--- src/rtl/nms_pkg.sv ---
// Shared types and constants for the box non-maximum suppression engine.
// No dependencies; nms_ctrl, nms_dpath and box_nms_engine import this package.
`default_nettype none
package nms_pkg;

   localparam int COORD_W = 16;
   localparam int SCORE_W = 16;
   localparam int AREA_W  = 32;
   localparam int THR_W   = 16;
   localparam int KIDX_W  = 6;

   localparam logic [THR_W-1:0] THR_RESET = 16'd19661;

   typedef enum logic [3:0] {
      ST_IDLE,
      ST_LOAD,
      ST_RANK_RD,
      ST_RANK_KEY,
      ST_RANK_SCAN,
      ST_RANK_WR,
      ST_SUP_RD,
      ST_SUP_CHK,
      ST_SUP_KEEP,
      ST_SUP_SCAN,
      ST_FLUSH
   } nms_state_type;

   // One stored box: score, area and corners
   typedef struct packed {
      logic        [SCORE_W-1:0] score;
      logic        [AREA_W-1:0]  area;
      logic signed [COORD_W-1:0] bottom;
      logic signed [COORD_W-1:0] right;
      logic signed [COORD_W-1:0] top;
      logic signed [COORD_W-1:0] left;
   } box_rec_type;

   // Commands from controller to datapath
   typedef struct packed {
      logic req_ready;
      logic load;
      logic i_clr;
      logic i_inc;
      logic rd_box_i;
      logic rd_ord;
      logic rd_box_a;
      logic sort_key;
      logic scan_en;
      logic scan_sup;
      logic rank_wr;
      logic keep;
      logic flush;
   } nms_cmd_type;

   // Status from datapath to controller
   typedef struct packed {
      logic last_in;
      logic scan_done;
      logic i_last;
      logic a_sup;
      logic can_push;
      logic pend_vld;
   } nms_sts_type;

   // Extent between two signed corners, zero when reversed
   function automatic logic [COORD_W-1:0] span16(input logic signed [COORD_W-1:0] lo,
                                                 input logic signed [COORD_W-1:0] hi);
      logic signed [COORD_W:0] diff;
      diff = {hi[COORD_W-1], hi} - {lo[COORD_W-1], lo};
      return (hi > lo) ? diff[COORD_W-1:0] : '0;
   endfunction

endpackage
`default_nettype wire

--- src/rtl/nms_ctrl.sv ---
// Sequencer for load, rank sort, suppression sweep and result flush.
// Depends on nms_pkg; drives the datapath through nms_cmd_type.
`default_nettype none
module nms_ctrl (
   input  logic                clock,
   input  logic                reset,
   input  logic                req_valid,
   input  nms_pkg::nms_sts_type sts,
   output nms_pkg::nms_cmd_type cmd
);
   import nms_pkg::*;

   nms_state_type state_ff, state_in;

   // Advance state
   always_ff @(posedge clock) begin
      if (reset) begin
         state_ff <= ST_IDLE;
      end else begin
         state_ff <= state_in;
      end
   end

   // Next state
   always_comb begin
      state_in = state_ff;
      unique case (state_ff)
         ST_IDLE:      if (req_valid) state_in = ST_LOAD;
         ST_LOAD:      state_in = sts.last_in ? ST_RANK_RD : ST_IDLE;
         ST_RANK_RD:   state_in = ST_RANK_KEY;
         ST_RANK_KEY:  state_in = ST_RANK_SCAN;
         ST_RANK_SCAN: if (sts.scan_done) state_in = ST_RANK_WR;
         ST_RANK_WR:   state_in = sts.i_last ? ST_SUP_RD : ST_RANK_RD;
         ST_SUP_RD:    state_in = ST_SUP_CHK;
         ST_SUP_CHK: begin
            if (!sts.a_sup) state_in = ST_SUP_KEEP;
            else            state_in = sts.i_last ? ST_FLUSH : ST_SUP_RD;
         end
         ST_SUP_KEEP:  if (!sts.pend_vld || sts.can_push) state_in = ST_SUP_SCAN;
         ST_SUP_SCAN: begin
            if (sts.scan_done) state_in = sts.i_last ? ST_FLUSH : ST_SUP_RD;
         end
         ST_FLUSH:     if (sts.can_push) state_in = ST_IDLE;
         default:      state_in = ST_IDLE;
      endcase
   end

   // Command outputs
   always_comb begin
      cmd = '0;
      unique case (state_ff)
         ST_IDLE:      cmd.req_ready = 1'b1;
         ST_LOAD: begin
            cmd.load  = 1'b1;
            cmd.i_clr = 1'b1;
         end
         ST_RANK_RD:   cmd.rd_box_i = 1'b1;
         ST_RANK_KEY:  cmd.sort_key = 1'b1;
         ST_RANK_SCAN: cmd.scan_en  = 1'b1;
         ST_RANK_WR: begin
            cmd.rank_wr = 1'b1;
            cmd.i_clr   = sts.i_last;
            cmd.i_inc   = !sts.i_last;
         end
         ST_SUP_RD:    cmd.rd_ord = 1'b1;
         ST_SUP_CHK: begin
            cmd.rd_box_a = !sts.a_sup;
            cmd.i_inc    = sts.a_sup && !sts.i_last;
         end
         ST_SUP_KEEP:  cmd.keep = !sts.pend_vld || sts.can_push;
         ST_SUP_SCAN: begin
            cmd.scan_en  = 1'b1;
            cmd.scan_sup = 1'b1;
            cmd.i_inc    = sts.scan_done && !sts.i_last;
         end
         ST_FLUSH:     cmd.flush = sts.can_push;
         default:      cmd = '0;
      endcase
   end

endmodule
`default_nettype wire

--- config.mk ---
export PLATFORM = sky130hd
export DESIGN_NAME = nms_ctrl
export DESIGN_NICKNAME = d
export VERILOG_FILES = /design/src/rtl/nms_pkg.sv /design/src/rtl/nms_ctrl.sv
export SDC_FILE = /design/constraint.sdc
export NUM_CORES = 1
export LEC_CHECK = 0
export BUFFER_PORTS_ARGS = -buffer_cell sky130_fd_sc_hd__buf_2
export CORE_MARGIN = 3
export CORE_UTILIZATION = 25
export CTS_CLUSTER_SIZE = 28
export DETAILED_ROUTE_END_ITERATION = 7
export PLACE_DENSITY = 0.51
export RECOVER_POWER = 100
export SLEW_MARGIN = 40
export SYNTH_ARGS = -nofsm -noshare
export SYNTH_HDL_FRONTEND = slang
export SYNTH_SLANG_ARGS = --single-unit
--- constraint.sdc ---
create_clock -name clock -period 1.61 [get_ports clock]
set_input_delay 0.161 -clock clock [delete_from_list [all_inputs] [get_ports clock]]
set_output_delay 0.161 -clock clock [all_outputs]
set_load 0.005 [all_outputs]
After elaboration in Yosys (flattened, before gate mapping)
Index checks and enable logic that the tools add are counted.
{ "word_totals": {"ff_bits": 4, "output_inout_bits": 13, "elab_cells": 48} }
{ "op_classes": {"eq_ne": 15, "muxes": 23, "reduce_logical": 9} }
{ "op_table": {"columns": ["op", "count"], "rows": [
  ["$pmux 4 s11", 1],
  ["$mux 4", 7],
  ["$eq 4x3->1 const B", 4],
  ["$eq 4x4->1 const B", 3],
  ["$mux 1", 11],
  ["$ne 2x2->1 const B", 5],
  ["$eq 4x2->1 const B", 2],
  ["$reduce_and 5->1", 1],
  ["$eq 4x1->1 const B", 1],
  ["$logic_not 4->1", 1],
  ["$logic_not 1->1", 3],
  ["$mux 3", 1],
  ["$pmux 1 s3", 1],
  ["$logic_and 1x1->1", 2],
  ["$mux 2", 1],
  ["$pmux 1 s2", 1],
  ["$reduce_or 2->1", 1],
  ["$logic_or 1x1->1", 1]
]} }

Longest topological paths before layout
{ "logic_depth": {"ltp_word": 4, "ltp_mapped": 6, "depth_no_buf": 5} }

Least setup slack after synthesis
No wires, ideal clock.
{ "synth_timing": {"path_type": "flip-flop to flip-flop", "from": "reg state_ff[3]", "to": "reg state_ff[3]", "setup_time_ns": 0.074, "arrival_time_ns": 1.390, "required_time_ns": 1.536, "slack_ns": 0.146, "path_stages_with_launch": 6, "synth_period_minus_slack_ns": 1.464, "cell_sequence": "dfxtp_1 > nand2b_4 > or4_4 > o211a_4 > nand2b_4 > a31oi_1"} }
{ "synth_between": {"elab_chain_len": 3, "elab_cells_between_ends": 18, "classes_between": "15 x eq/ne; 1 x mux; 2 x reduce/logical"} }
{ "synth_rtl": {"columns": ["item", "line", "rtl"], "rows": [
  ["from (decl)", "nms_ctrl.sv:13", "nms_state_type state_ff, state_in;"],
  ["from (signal assigned)", "nms_ctrl.sv:20", "state_ff <= state_in;"],
  ["$eq 4x4->1, or another cell as far along", "nms_ctrl.sv:27", "unique case (state_ff)"],
  ["$ne 2x2->1 (no source line)", null, null],
  ["$reduce_and 5->1 (no source line)", null, null]
]} }
Several ways; a longest one is shown, not always the timed one.
A chain may end at the register's enable or synchronous reset.

==> results.json <==
{
  "clk_pin_slew_ns": 0.04,
  "mostFrequentLayoutCells": "buf_2, nor2_1",
  "cts_tree": "done",
  "worst_r2r_path_depth": 5,
  "avgSynthCellArea_um2": 6.82,
  "switchingPower_w": 0.000378,
  "setup_violations": 0,
  "antennaDiodeCount": 0,
  "synth-compound-area-share_pct": 27.5,
  "crit_type": "reg2out",
  "cts.sinks": 4,
  "hold_viol_final": 0,
  "busiest_layer": "met2",
  "fin_nets": 100,
  "grtUsageMet3_pct": 3.38,
  "hold_slack_ns": 0.140,
  "routabilityCongestion": 0.744,
  "largest_reg_flops": 4,
  "netlist_instances": 64,
  "p_leak_nw": 0.321,
  "start_util_pct": 27.7,
  "async_reset_ff_share_pct": 0,
  "cts_buffers": 3,
  "relSlewSlack_pct": 79.7,
  "cts-root-buf": "clkbuf_4",
  "ys_seq_elements": 4,
  "rsz0062_at_grt": "true",
  "antenna_found_initial": 0,
  "p_total_w": 0.000884,
  "met1_usage_pct": 14.3,
  "rrSetupSlack_ns": 0.10,
  "clockBufferDepth": 2,
  "insertion_delay_ns": 0.23,
  "synthMuxAreaShare_pct": 2.29,
  "die_x_um": 47.8,
  "r2r_start": "state_ff[3]$_SDFFE_PP0P_",
  "yosysWarnings": 0,
  "die_area_mm2": 0.00228,
  "fin_crit_sh_pct": 95.8,
  "synth_top_family_by_area": "simple AND/OR/NAND/NOR gates",
  "final_cells": 105,
  "crit_end": "cmd[1]",
  "arrival_ns": 1.38,
  "required_ns": 1.45,
  "fin_ws_ns": 0.0672,
  "start_kind": "register",
  "clkPwrFrac_pct": 14.1,
  "reg_top3": "state_ff (4)",
  "synth.distinct_cells": 29,
  "synth_edf_count": 0,
  "min_period_ns": 1.54,
  "routed_wl_mm": 1.28,
  "port_buffers": 21,
  "cp_max_fo": 5,
  "track_usage_pct": 11.5,
  "top_register": "state_ff",
  "startpoint": "state_ff[1]$_SDFFE_PP0P_",
  "synth-seq-area-share_pct": 18.3,
  "num_rows": 14,
  "core_area_mm2": 0.00158,
  "yosys.area_share.adder_pct": 0,
  "p_comb_share_pct": 67.2,
  "ant_nets": 0,
  "final_common_cell": "buf_2",
  "area_delta_synth_final_pct": 48.1,
  "worstReg2RegEnd": "state_ff[3]$_SDFFE_PP0P_",
  "setup.worst_path.end_class": "output port",
  "avgRoutedWirePerCell_um": 12.2,
  "seqPwrFrac_pct": 18.7,
  "p_per_area_mw_per_mm2": 1370,
  "io_pins": 22,
  "fmax_ghz": 0.648,
  "drc": 0,
  "dp.final_hpwl_um": 967,
  "cap_viol_max_count": 0,
  "p_int_w": 0.000506,
  "skew_ns": 0.000946,
  "synth-xor-area-share_pct": 0,
  "drt-initial-drc-count": 14,
  "drt-pass1-iter-count": 4,
  "grt_pass1_wl_mm": 1.83,
  "grt_use_met2_pct": 18.2,
  "drive_above_1_share_pct": 43.8,
  "ir_drop_v": 0.000547,
  "ys.flop_type": "dfxtp_1",
  "swShare_pct": 42.7,
  "tightest_slew_ns": 0.303,
  "drv_slew": 0,
  "status": "completed",
  "grt_pass1_vias": 431,
  "pre_cts_ws_ns": 0.0584,
  "cts_setup_buffers": 0,
  "vias": 547,
  "grt_max_degree": 15,
  "syn_nets": 73,
  "avgViaCountPerCell": 5.21,
  "die_h_um": 47.8,
  "synthSimpleGateAreaFrac_pct": 44.7,
  "grt-ovfl-total": 0,
  "htree_levels": 1,
  "dp_cells": 102,
  "synthTopCellsByArea": "dfxtp_1, nand2b_1, nand2b_4",
  "holdCritPathClass": "in2reg",
  "synth_area_leader_cell": "dfxtp_1",
  "netlist_area_um2": 437,
  "synth.top_cell.area_share_pct": 18.3
}
## critical path: stages (launching register included)
cell and delay [ns]:
dfxtp_1 0.36, buf_4 0.17, or2_4 0.27, a211oi_1 0.20, buf_2 0.14
## layout make-up
cell class	count	area (um^2)
multi-input combinational	52	350
clock buffer	3	22.5
timing repair buffer	26	159
inverter	4	15.0
tap	16	20.0
sequential	4	80.1
fill	174	930
## synthesized netlist by cell type, types with 2 or more instances
cell type	n
clkbuf_1	3
a31oi_1	2
nand2_1	6
a21o_1	2
a21oi_1	5
nand2b_1	5
nand2b_4	2
nor2_1	7
nand3_1	2
inv_1	4
dfxtp_1	4
nor3_1	5
## how the worst min path moves through the flow
stage          depth (start not counted)                  endpoint   from
2_1_floorplan                          1  state_ff[0]$_SDFFE_PP0P_  reset
3_3_place_gp                           2  state_ff[0]$_SDFFE_PP0P_  reset
3_5_place_dp                           2  state_ff[1]$_SDFFE_PP0P_  reset
4_1_cts                                2  state_ff[0]$_SDFFE_PP0P_  reset
5_1_grt                                2  state_ff[0]$_SDFFE_PP0P_  reset
6_report                               2  state_ff[0]$_SDFFE_PP0P_  reset
## stage by stage
stage	instance area (um^2)	setup TNS [ns]	utilization (%)
2_1_floorplan	437	0	-
5_1_grt	647	-0.0274	41.0
3_5_place_dp	596	0	37.8
3_3_place_gp	596	0	37.8
6_report	647	0	41.0
4_1_cts	618	0	39.2
## layer usage
| layer | vias to the layer above | share of wire (%) |
|---|---|---|
| met1 | 251 | 46 |
| met3 | 0 | 5.5 |
| met2 | 17 | 49 |
| met5 | - | 0 |
| li1 | 279 | - |
| met4 | 0 | 0 |
## logic make-up after synthesis
group                  after synthesis
AOI/OAI and AO/OA                   17
buffers and inverters                8
DFF                                  4
muxes                                1
and+or+nand+nor                     34
## power by group through the flow
stage,clock network (W),registers [W],logic [W]
finish,0.000125,0.000165,0.000594
global route,0.000140,0.000171,0.000651
global placement,0,0.000164,0.000546
detailed placement,0,0.000163,0.000546
floorplan,0,0.000158,0.000353
CTS,0.000133,0.000161,0.000547
## repair_timing
action	in CTS	in global routing
resized for setup	0	7
endpoints found under the hold margin	0	0
setup endpoints to repair	0	4
hold buffers	0	0
Power figures use the tool's default switching activity.
